<file path="config.mk">
export PLATFORM = sky130hd
export DESIGN_NAME = wide_to_utf8_transcoder_core
export DESIGN_NICKNAME = d
export VERILOG_FILES = /design/src/w2u8_pkg.sv /design/src/w2u8_front.sv /design/src/w2u8_queue.sv /design/src/w2u8_back.sv /design/src/wide_to_utf8_transcoder_core.sv
export SDC_FILE = /design/constraint.sdc
export NUM_CORES = 1
export LEC_CHECK = 0
export ABC_AREA = 1
export BUFFER_PORTS_ARGS = -buffer_cell sky130_fd_sc_hd__buf_2
export CAP_MARGIN = 25
export CORE_ASPECT_RATIO = 2
export CORE_MARGIN = 1
export CORE_UTILIZATION = 53
export CTS_CLUSTER_DIAMETER = 60
export CTS_CLUSTER_SIZE = 30
export DETAILED_ROUTE_END_ITERATION = 12
export GPL_TIMING_DRIVEN = 0
export MAX_ROUTING_LAYER = met4
export PLACE_DENSITY = 0.77
export SLEW_MARGIN = 10
export SYNTH_ARGS = -nofsm -noshare
export SYNTH_HDL_FRONTEND = slang
export SYNTH_SLANG_ARGS = --single-unit
</file>
<file path="constraint.sdc">
create_clock -name clk -period 2.9 [get_ports clk]
set_input_delay 0.145 -clock clk [delete_from_list [all_inputs] [get_ports clk]]
set_output_delay 0.145 -clock clk [all_outputs]
set_load 0.1 [all_outputs]
</file>
<file path="src/w2u8_pkg.sv">
// Shared types, error codes and the UTF-8 byte encoder for the wide-to-UTF-8 transcoder.
// Used by w2u8_front, w2u8_queue, w2u8_back and wide_to_utf8_transcoder_core.
package w2u8_pkg;

	typedef enum logic [2:0] {
		ERR_NONE      = 3'd0,
		ERR_DANGLING  = 3'd1,
		ERR_BAD_LOW   = 3'd2,
		ERR_LONE_LOW  = 3'd3,
		ERR_SURROGATE = 3'd4,
		ERR_RANGE     = 3'd5
	} err_t;

	localparam logic FMT_UTF16 = 1'b0;
	localparam logic FMT_UTF32 = 1'b1;

	// register index, taken from paddr[2]
	localparam logic REG_IDX_FORMAT = 1'b0;

	// One queued job: up to four bytes, index of its final byte, error code, string end.
	typedef struct packed {
		logic [3:0][7:0] bytes;
		logic [1:0]      last_idx;
		err_t            err;
		logic            eos;
	} job_t;

	typedef struct packed {
		logic [3:0][7:0] bytes;
		logic [1:0]      last_idx;
	} enc_t;

	typedef struct packed {
		logic full;
		logic empty;
	} q_stat_t;

	// cp must be a valid scalar value
	function automatic enc_t encode(input logic [20:0] cp);
		enc_t e;
		e = '0;
		if (cp <= 21'h7F) begin
			e.bytes[0] = {1'b0, cp[6:0]};
			e.last_idx = 2'd0;
		end else if (cp <= 21'h7FF) begin
			e.bytes[0] = {3'b110, cp[10:6]};
			e.bytes[1] = {2'b10, cp[5:0]};
			e.last_idx = 2'd1;
		end else if (cp <= 21'hFFFF) begin
			e.bytes[0] = {4'b1110, cp[15:12]};
			e.bytes[1] = {2'b10, cp[11:6]};
			e.bytes[2] = {2'b10, cp[5:0]};
			e.last_idx = 2'd2;
		end else begin
			e.bytes[0] = {5'b11110, cp[20:18]};
			e.bytes[1] = {2'b10, cp[17:12]};
			e.bytes[2] = {2'b10, cp[11:6]};
			e.bytes[3] = {2'b10, cp[5:0]};
			e.last_idx = 2'd3;
		end
		return e;
	endfunction

endpackage

</file>
<file path="src/w2u8_front.sv">
// Front end: classifies each accepted code unit, tracks surrogate and error state,
// and builds a byte job for the queue. Depends on w2u8_pkg.
module w2u8_front (
	input  logic              clk,
	input  logic              arst_n,
	input  logic              fmt,
	input  logic              accept,
	input  logic [31:0]       code_unit,
	input  logic              end_of_string,
	output logic              push,
	output w2u8_pkg::job_t    job
);

	logic [9:0]          held_high_bits_q;
	logic                high_pending_q;
	logic                string_failed_q;
	logic [9:0]          held_d;
	logic                pending_d;
	logic                failed_d;
	logic                has_result;
	logic                is_err;
	w2u8_pkg::err_t      err_code;
	logic [15:0]         u16;
	logic                is_hi;
	logic                is_lo;
	logic                is_surr32;
	w2u8_pkg::enc_t      enc;

	assign u16       = code_unit[15:0];
	assign is_hi     = (u16[15:10] == 6'b110110);
	assign is_lo     = (u16[15:10] == 6'b110111);
	assign is_surr32 = (code_unit[31:16] == 16'h0000) && (u16[15:11] == 5'b11011);

	always_comb begin
		held_d     = held_high_bits_q;
		pending_d  = high_pending_q;
		failed_d   = string_failed_q;
		has_result = 1'b0;
		is_err     = 1'b0;
		err_code   = w2u8_pkg::ERR_NONE;
		enc        = '0;
		if (string_failed_q) begin
			// skip the rest of the string
			if (end_of_string) begin
				failed_d  = 1'b0;
				pending_d = 1'b0;
				held_d    = '0;
			end
		end else if (fmt == w2u8_pkg::FMT_UTF32) begin
			pending_d = 1'b0;
			held_d    = '0;
			if (is_surr32) begin
				is_err   = 1'b1;
				err_code = w2u8_pkg::ERR_SURROGATE;
			end else if (code_unit > 32'h0010FFFF) begin
				is_err   = 1'b1;
				err_code = w2u8_pkg::ERR_RANGE;
			end else begin
				enc        = w2u8_pkg::encode(code_unit[20:0]);
				has_result = 1'b1;
			end
		end else if (high_pending_q) begin
			if (is_lo) begin
				enc        = w2u8_pkg::encode(21'h10000 + {1'b0, held_high_bits_q, u16[9:0]});
				has_result = 1'b1;
				pending_d  = 1'b0;
				held_d     = '0;
			end else begin
				is_err   = 1'b1;
				err_code = w2u8_pkg::ERR_BAD_LOW;
			end
		end else if (is_hi) begin
			if (end_of_string) begin
				is_err   = 1'b1;
				err_code = w2u8_pkg::ERR_DANGLING;
			end else begin
				held_d    = u16[9:0];
				pending_d = 1'b1;
			end
		end else if (is_lo) begin
			is_err   = 1'b1;
			err_code = w2u8_pkg::ERR_LONE_LOW;
		end else begin
			enc        = w2u8_pkg::encode({5'b00000, u16});
			has_result = 1'b1;
		end

		if (is_err) begin
			has_result = 1'b1;
			enc        = '0;
			pending_d  = 1'b0;
			held_d     = '0;
			failed_d   = !end_of_string;
		end

		job.bytes    = enc.bytes;
		job.last_idx = enc.last_idx;
		job.err      = err_code;
		job.eos      = end_of_string;
		push         = accept && has_result;
	end

	always_ff @(posedge clk or negedge arst_n) begin
		if (!arst_n) begin
			held_high_bits_q <= '0;
			high_pending_q   <= 1'b0;
			string_failed_q  <= 1'b0;
		end else if (accept) begin
			held_high_bits_q <= held_d;
			high_pending_q   <= pending_d;
			string_failed_q  <= failed_d;
		end
	end

endmodule

</file>
<file path="src/w2u8_queue.sv">
// Short job queue between the classifying front end and the byte serializer.
// Depends on w2u8_pkg for the job and status types.
module w2u8_queue #(
	parameter int DEPTH = 4
) (
	input  logic               clk,
	input  logic               arst_n,
	input  logic               push,
	input  w2u8_pkg::job_t     push_job,
	input  logic               pop,
	output w2u8_pkg::job_t     head_job,
	output w2u8_pkg::q_stat_t  stat
);

	localparam int AW = $clog2(DEPTH);
	localparam int CW = $clog2(DEPTH + 1);

	w2u8_pkg::job_t  mem_q [DEPTH];
	logic [AW-1:0]   wr_ptr_q;
	logic [AW-1:0]   rd_ptr_q;
	logic [CW-1:0]   cnt_q;

	assign stat.full  = (cnt_q == CW'(DEPTH));
	assign stat.empty = (cnt_q == '0);
	assign head_job   = mem_q[rd_ptr_q];

	always_ff @(posedge clk) begin
		if (push) begin
			mem_q[wr_ptr_q] <= push_job;
		end
	end

	always_ff @(posedge clk or negedge arst_n) begin
		if (!arst_n) begin
			wr_ptr_q <= '0;
			rd_ptr_q <= '0;
			cnt_q    <= '0;
		end else begin
			if (push) begin
				wr_ptr_q <= (wr_ptr_q == AW'(DEPTH - 1)) ? '0 : wr_ptr_q + 1'b1;
			end
			if (pop) begin
				rd_ptr_q <= (rd_ptr_q == AW'(DEPTH - 1)) ? '0 : rd_ptr_q + 1'b1;
			end
			case ({push, pop})
				2'b10:   cnt_q <= cnt_q + 1'b1;
				2'b01:   cnt_q <= cnt_q - 1'b1;
				default: cnt_q <= cnt_q;
			endcase
		end
	end

endmodule

</file>
<file path="src/w2u8_back.sv">
// Back end: walks the job at the queue head and sends one byte per beat
// through an output register. Depends on w2u8_pkg.
module w2u8_back (
	input  logic               clk,
	input  logic               arst_n,
	input  w2u8_pkg::job_t     head_job,
	input  logic               q_empty,
	output logic               pop,
	output logic               out_valid,
	input  logic               out_stall,
	output logic [7:0]         out_byte,
	output logic [2:0]         error,
	output logic               last_of_run,
	output logic               string_done
);

	logic [1:0]  idx_q;
	logic        out_valid_q;
	logic [7:0]  out_byte_q;
	logic [2:0]  error_q;
	logic        last_q;
	logic        done_q;
	logic        load;
	logic        emit;
	logic        is_last;

	assign load    = !out_valid_q || !out_stall;
	assign emit    = load && !q_empty;
	assign is_last = (idx_q == head_job.last_idx);
	assign pop     = emit && is_last;

	always_ff @(posedge clk or negedge arst_n) begin
		if (!arst_n) begin
			out_valid_q <= 1'b0;
			idx_q       <= '0;
		end else begin
			if (load) begin
				out_valid_q <= !q_empty;
			end
			if (emit) begin
				idx_q <= is_last ? 2'd0 : idx_q + 1'b1;
			end
		end
	end

	// payload holds while the beat is stalled
	always_ff @(posedge clk) begin
		if (emit) begin
			out_byte_q <= head_job.bytes[idx_q];
			error_q    <= head_job.err;
			last_q     <= is_last;
			done_q     <= is_last && head_job.eos;
		end
	end

	assign out_valid   = out_valid_q;
	assign out_byte    = out_byte_q;
	assign error       = error_q;
	assign last_of_run = last_q;
	assign string_done = done_q;

endmodule

</file>
<file path="src/wide_to_utf8_transcoder_core.sv">
// UTF-16LE / UTF-32 to UTF-8 transcoder: front classifier, job queue, byte serializer.
// The first byte of an item passes through the queue memory and the output register of the back end.
// Output: one byte per cycle while out_stall is low; an item gives 1 to 4 bytes (its UTF-8
// length); held high surrogates and skipped units emit nothing.
// Reset (arst_n low, asynchronous): queue empty, no beat pending, format UTF-16,
// surrogate and error-skip state cleared.
module wide_to_utf8_transcoder_core #(
	parameter int QDEPTH = 4
) (
	input  logic        clk,
	input  logic        arst_n,
	input  logic        psel,
	input  logic        penable,
	input  logic        pwrite,
	input  logic [2:0]  paddr,
	input  logic [31:0] pwdata,
	output logic [31:0] prdata,
	output logic        pready,
	input  logic        in_valid,
	output logic        in_stall,
	input  logic [31:0] code_unit,
	input  logic        end_of_string,
	output logic        out_valid,
	input  logic        out_stall,
	output logic [7:0]  out_byte,
	output logic [2:0]  error,
	output logic        last_of_run,
	output logic        string_done
);

	logic               format_q;
	logic               accept;
	logic               push;
	logic               pop;
	w2u8_pkg::job_t     front_job;
	w2u8_pkg::job_t     head_job;
	w2u8_pkg::q_stat_t  q_stat;

	assign pready = 1'b1;
	assign prdata = (paddr[2] == w2u8_pkg::REG_IDX_FORMAT) ? {31'b0, format_q} : 32'b0;

	always_ff @(posedge clk or negedge arst_n) begin
		if (!arst_n) begin
			format_q <= w2u8_pkg::FMT_UTF16;
		end else if (psel && penable && pwrite && pready
				&& (paddr[2] == w2u8_pkg::REG_IDX_FORMAT)) begin
			format_q <= pwdata[0];
		end
	end

	assign in_stall = q_stat.full;
	assign accept   = in_valid && !in_stall;

	w2u8_front u_front (
		.clk           (clk),
		.arst_n        (arst_n),
		.fmt           (format_q),
		.accept        (accept),
		.code_unit     (code_unit),
		.end_of_string (end_of_string),
		.push          (push),
		.job           (front_job)
	);

	w2u8_queue #(
		.DEPTH (QDEPTH)
	) u_queue (
		.clk      (clk),
		.arst_n   (arst_n),
		.push     (push),
		.push_job (front_job),
		.pop      (pop),
		.head_job (head_job),
		.stat     (q_stat)
	);

	w2u8_back u_back (
		.clk         (clk),
		.arst_n      (arst_n),
		.head_job    (head_job),
		.q_empty     (q_stat.empty),
		.pop         (pop),
		.out_valid   (out_valid),
		.out_stall   (out_stall),
		.out_byte    (out_byte),
		.error       (error),
		.last_of_run (last_of_run),
		.string_done (string_done)
	);

	a_err_beat: assert property (@(posedge clk) disable iff (!arst_n)
		out_valid && (error != w2u8_pkg::ERR_NONE) |-> (out_byte == 8'h00) && last_of_run)
		else $error("error beat carries data or is not the last of its run");

	a_done_last: assert property (@(posedge clk) disable iff (!arst_n)
		out_valid && string_done |-> last_of_run)
		else $error("string end flagged before the last beat of a run");

	a_pop_empty: assert property (@(posedge clk) disable iff (!arst_n)
		pop |-> !q_stat.empty)
		else $error("queue popped while empty");

	a_push_full: assert property (@(posedge clk) disable iff (!arst_n)
		push |-> !q_stat.full)
		else $error("queue pushed while full");

endmodule

</file>
; After elaboration in Yosys (flattened, before gate mapping)
; Memories as Yosys holds them, arrays and structs flattened.
; Index checks and enable logic that the tools add are counted.
[totals]
register_bits = 36
ram_bits = 152
inputBits = 75
out_inout_bits = 48
word_cells = 140
mem_count = 1
[mem_list]
columns = memory, words, width, rd, rd_ports_with_merged_regs, write_ports, line
row1 = u_queue.mem_q, 4, 38, 1, 0, 1, w2u8_queue.sv:18  ; w2u8_pkg::job_t mem_q [DEPTH];
[op_classes]
n_addsub = 6
n_lt_le_gt_ge = 10
eq_ne = 12
mux = 76
bitwise_logic = 1
n_reduce_logical = 21
[ops]
columns = op, count
row1 = $mux 34, 9
row2 = $mux 10, 11
row3 = $mux 24, 4
row4 = $mux 16, 4
row5 = $le 21x11->1 const B, 2
row6 = $le 21x16->1 const B, 2
row7 = $le 21x7->1 const B, 2
row8 = $mux 18, 2
row9 = $gt 32x21->1 const B, 1
row10 = $mux 8, 4
row11 = $mux 1, 29
row12 = $add 17x20->21 const A, 1
row13 = $mux 3, 6
row14 = $bmux 8 s2, 1
row15 = $le 16x11->1 const B, 1
row16 = $le 16x7->1 const B, 1
row17 = $logic_not 16->1, 1
row18 = $eq 6x6->1 const B, 2
row19 = $mux 2, 5
row20 = $logic_and 1x1->1, 9
row21 = $add 2x1->2 const B, 3
row22 = $eq 2x2->1 const B, 3
row23 = $pmux 3 s2, 1
row24 = $eq 5x5->1 const B, 1
row25 = 17 further kinds, 21

; Longest topological paths before layout
[depth]
depth_word = 10
depth_mapped = 16
depth_no_buf = 16

; Cells and area by module
; Synthesis repeated with hierarchy kept, for this count alone.
[hier_totals]
hier_cells = 1166
hier_area_um2 = 10777.8
[modules_own_cells]
columns = mod, instances, cells_each, area_each_um2
row1 = w2u8_queue, 1, 496, 6750.2
row2 = w2u8_front, 1, 535, 2826.5
row3 = w2u8_back, 1, 88, 879.6
row4 = wide_to_utf8_transcoder_core, 1, 47, 321.6

; Least setup slack after synthesis
; No wires, ideal clock.
[synth_path]
kind = register -> register
start = register u_queue.cnt_q[0]
end = register u_queue.cnt_q[1]
arrival_ps = 3829
required_time_ps = 2775
setup_slack_ps = -1054
stages_incl_launch_ff = 9
n_path_buf = 0
synth_period_minus_slack_ps = 3954
path_cell_list = dfrtp_1 > nor3_1 > nor2_1 > inv_1 > nor2_1 > nand2_2 > ha_1 > fa_1 > mux2_2
[synth_between]
elab_chain_len = 6
elab_cells_between_ends = 14
cone_classes = 2 x add/sub / 3 x eq/ne / 1 x mux / 8 x reduce/logical
[synth_rtl]
columns = item, line
row1 = start: declaration, w2u8_queue.sv:21  ; logic [CW-1:0] cnt_q;
row2 = start signal: assignment, w2u8_queue.sv:46  ; 2'b10: cnt_q <= cnt_q + 1'b1;
row3 = start signal: assignment, w2u8_queue.sv:47  ; 2'b01: cnt_q <= cnt_q - 1'b1;
row4 = start signal: assignment, w2u8_queue.sv:48  ; default: cnt_q <= cnt_q;
row5 = $eq 3x3->1 (*), w2u8_queue.sv:23  ; assign stat.full = (cnt_q == CW'(DEPTH));
row6 = named net in_stall, wide_to_utf8_transcoder_core.sv:20  ; output logic in_stall,
row7 = $logic_not 1->1 (*), wide_to_utf8_transcoder_core.sv:52  ; assign accept = in_valid && !in_stall;
row8 = $logic_and 1x1->1 (*), wide_to_utf8_transcoder_core.sv:52
row9 = $logic_and 1x1->1 (*), w2u8_front.sv:100  ; push = accept && has_result;
row10 = $eq 2x1->1 / $eq 2x2->1 (equally long branches), w2u8_queue.sv:45  ; case ({push, pop})
row11 = $pmux 3 s2 / $reduce_bool 2->1 (equally long branches), n/a
; Mark *: on every way through the listed nets, which the timed path passes. The rest lies on a longest branch.
; A chain may end at the register's enable or synchronous reset.

==> summary.md <==
| Metric | Value |
|---|---|
| Multi-input gate area | around 0.0035 sq mm |
| Via count of the first global-routing pass | roughly 7500 |
| Drt first pass iters | 5 |
| R2r endpoint | u_queue.mem_q[2][7] |
| NetSw | approximately 0.0045 W |
| Global-route wire length before repair | 40800 um |
| Crit. End Element | flop |
| Min Tclk post-route | 2760 ps |
| Synth-to-layout area growth | 16.0% |
| Core Box Area | 0.0168 sq mm |
| Total power | 0.0101 W |
| Clock sinks | 168 |
| Max_slew headroom | 0.343 |
| Synth Instances | 981 |
| Buffers & Inverters on Critical Path | 0 |
| Proportion of layout cells with a drive suffix above 1 | 0.185 |
| H-tree depth | 4 |
| Pin count of the biggest net entering global routing | 27 |
| Register area | 0.00493 sq mm |
| Synth Flop Type | edfxtp_1 |
| CP most frequent cell | nand2_1 |
| Critical Path Sink | u_queue.mem_q[2][7] |
| RSZ-0062 raised after global routing | false |
| Reg2Reg Depth | 11 |
| Critical Path Stages | 11 |
| Final Cycle Share | 0.951 |
| TritonCTS Buffers | 17 |
| Worst slack at placement | -63.8 ps |
| Hold Vio Cnt, Final | 0 |
| Clk_lat worst skew | about 430 ps |
| Outcome | complete, no violations |
| Worst Hold Class | input port to flop |
| Register bit total from synthesis | 168 |
| Routed vias/inst | between 5 and 6 |
| Clk root buf | clkbuf_16 |
| Clock power frac | 0.232 |
| Clk buf depth | 2 |
| Die X | 94.6 um |
| Share of power burned in registers | 0.337 |
| Type of origin of the critical path | flop |
| Vias | 7600 |
| Synth top area share | 0.479 |
| Worst EP required | 3050 ps |
| Clock skew | 13.0 ps |
| Reg-to-Reg Start | u_front.held_high_bits_q[7] |
| Full die area | 0.0177 sq mm |
| Peak Freq | 0.363 GHz |
| CP arrival | 2910 ps |
| Synth unique cells | 56 |
| Leakage | around 4.2 nW |
| Critical path's largest stage delay | 460 ps |
| Post-route ant nets | 0 |
| Post-synth EDFFs | 145 |
| CTS tree | built |
| Async S/R FF share, synth | 0.137 |
| IO Count | approximately 120 |
| Ys Warns | 0 |
| DRC Markers | 0 |
| Peak supply drop | 0.485 mV |
| Initial core utilization | 0.542 |
| Fill cells | about 1400 |
| CP Class | flop to flop |
| Final hold slack | 66.4 ps |
| Pwr Density | ~960 mW/mm^2 |
| Slew @ Worst Pin | slightly below 1000 ps |
| Num rows | 67 |
| Synth area leaders | edfxtp_1, dfrtp_1, nand2_1, o21ai_0, nor2_1 |
| Most frequent cell after synthesis | nand2_1 |
| Internal Dissipation | 0.00566 W |
| Detailed Place HPWL | roughly 20000 um |
| Synthesized cell area | 0.00909 sq mm |
| Setup WS post-layout | 143 ps |
| Maxcap violations | 0 |
| GRT Util Overall | 0.331 |
| Initial DRC Count | 455 |
| Wirelength per Cell | 20.5 um |
| Crit Path Max Fanout | 6 |
| Synth cell count leaders | nand2_1, edfxtp_1, nor2_1, o21ai_0, inv_1 |
| ANT cells | 0 |
| FF-to-FF setup slack | 140 ps |
| Crit-path cells | ha_1 > nand3_1 > nand2_1 > nor2_8 > nand4_2 > nand3_1 > nor2_1 > nand2_1 > nand2_1 > nand2_1 > a21oi_1 |
| Die Span Y | 187 um |
| Syn_area_per_cell | 9.27 sq um |
| Leading area contributor after synthesis | edfxtp_1 |
| Total Wirelength | 26900 um |
| Slowest cell on crit path | dfrtp_1 |
| GPL Wtd Cong | 1.01 |
| Port Buf Inserts | 53 |
| Initial antenna violation count | 0 |
| Switching share of power | 0.441 |
| Crit path from | u_front.held_high_bits_q[7] |
| Final #Nets | roughly 1200 |
| Max-slew violation count | 0 |
| Post-synthesis sequential area ratio | 0.542 |
| Clock Pin Slew Worst Setup and Hold Paths | approximately 70 ps |
| Cell family with most CP delay | simple AND/OR/NAND/NOR gates |
| Final setup fails | 0 |
| Total gr overflow | 0 |
| Gate power share | 0.431 |
worst min path at each step:
| stage | start | to | slack, ps | cells after the start |
|---|---|---|---|---|
| after floorplan | arst_n | format_q | -150 | 0 |
| after CTS | code_unit[8] | u_front.held_high_bits_q[8] | 50 | 3 |
| final | code_unit[8] | u_front.held_high_bits_q[8] | 70 | 3 |
| after detailed placement | arst_n | u_front.high_pending_q | 200 | 1 |
| after global placement | arst_n | u_front.high_pending_q | 190 | 1 |
| after global routing | code_unit[0] | u_front.held_high_bits_q[0] | 80 | 3 |
power by group through the flow:
stage / combinational [W] / sequential (W) / clock, W
floorplan: 0.00241 / 0.00412 / 0
global placement: 0.00412 / 0.00344 / 0
detailed placement: 0.00425 / 0.00344 / 0
CTS: 0.00430 / 0.00339 / 0.00237
global route: 0.00470 / 0.00344 / 0.00246
finish: 0.00436 / 0.00341 / 0.00235
worst register-to-register path: stages (launching register included):
cell and delay (ps):
dfrtp_1 460, ha_1 230, nand3_1 170, nand2_1 250, nor2_8 90, nand4_2 110
nand3_1 210, nor2_1 170, nand2_1 180, nand2_1 100, nand2_1 50, a21oi_1 450
per-stage QoR:
stage / setup TNS (ps) / std cells / utilization / instance area (sq um)
final: 0 / 1312 / 0.629 / 10500
after global routing: 0 / 1312 / 0.629 / 10500
after CTS: 0 / 1312 / 0.628 / 10500
after detailed placement: -63.8 / 1275 / 0.588 / 9850
after global placement: -198380 / 1271 / 0.581 / 9740
after floorplan: -4820 / 1011 / - / 9220
routing by layer:
layer	wire [um]	GRT usage	vias to the layer above
li1	-	-	3555
met1	8680	0.312	3568
met2	14800	0.586	368
met3	1350	0.0407	109
met4	2110	0.251	0
met5	0	-	-
state kept, by name, summed over array words and instances (netlist names):
| signal | cells |
|---|---|
| format_q | 1 |
| u_back.error | 3 |
| u_back.idx_q | 2 |
| u_back.last_of_run | 1 |
| u_back.out_byte | 8 |
| u_back.out_valid | 1 |
| u_back.string_done | 1 |
| u_front.held_high_bits_q | 10 |
| u_front.high_pending_q | 1 |
| u_front.string_failed_q | 1 |
| u_queue.cnt_q | 3 |
| u_queue.mem_q | 132 |
| u_queue.rd_ptr_q | 2 |
| u_queue.wr_ptr_q | 2 |
cell families (layout without fill, tap and decap cells):
group | count (synthesis) | after routing | share of synthesized area
other | 2 | 32 | 0.000826
XOR/XNOR | 4 | 4 | 0.00385
adder cells (fa/ha/maj) | 9 | 9 | 0.0132
AO/OA/AOI/OAI | 220 | 220 | 0.139
buffers and inverters | 164 | 258 | 0.0871
flip-flops | 168 | 168 | 0.542
multiplexers | 1 | 1 | 0.00124
AND/OR/NAND/NOR | 413 | 413 | 0.213
cells in the final DEF, fill, tap and decap left out, types with 5 or more instances in the layout:
| master | synthesis | routed |
|---|---|---|
| clkbuf_16 | 0 | 17 |
| nor3_1 | 16 | 15 |
| o21ai_1 | 5 | 6 |
| nand3_1 | 54 | 54 |
| buf_4 | 33 | 34 |
| nor2_1 | 135 | 130 |
| ha_1 | 8 | 8 |
| o22ai_1 | 28 | 27 |
| o21ai_0 | 112 | 111 |
| buf_2 | 10 | 62 |
| inv_1 | 73 | 73 |
| edfxtp_1 | 145 | 145 |
| nand4_1 | 11 | 11 |
| inv_2 | 8 | 8 |
| inv_6 | 1 | 5 |
| dlygate4sd3_1 | 0 | 5 |
| clkinv_1 | 5 | 5 |
| nand2_2 | 11 | 12 |
| a21oi_1 | 36 | 36 |
| clkbuf_1 | 28 | 27 |
| nand2_1 | 152 | 151 |
| nand3_2 | 6 | 6 |
| conb_1 | 2 | 32 |
| o211ai_1 | 9 | 9 |
| dfrtp_1 | 23 | 22 |
| o221ai_1 | 9 | 9 |
| nor2_2 | 6 | 6 |
| nor2_4 | 4 | 9 |
final cells by class:
type	instances	area share
clock buffers	18	0.0416
well taps	207	0.0246
multi-input cells	679	0.336
plain buffers	75	0.0427
repair buffers	63	0.0382
flip-flops and latches	168	0.467
inverters	88	0.0323
clock inverters	14	0.0174
repair_timing:
action                     CTS  global route
hold buffers                 5             0
gates resized for setup      2             5
pin swaps                    0             3
hold endpoints to repair    29             0
buffers inserted             0             1
setup endpoints to repair    1             2
No activity file was read; power rests on OpenSTA's default activity.
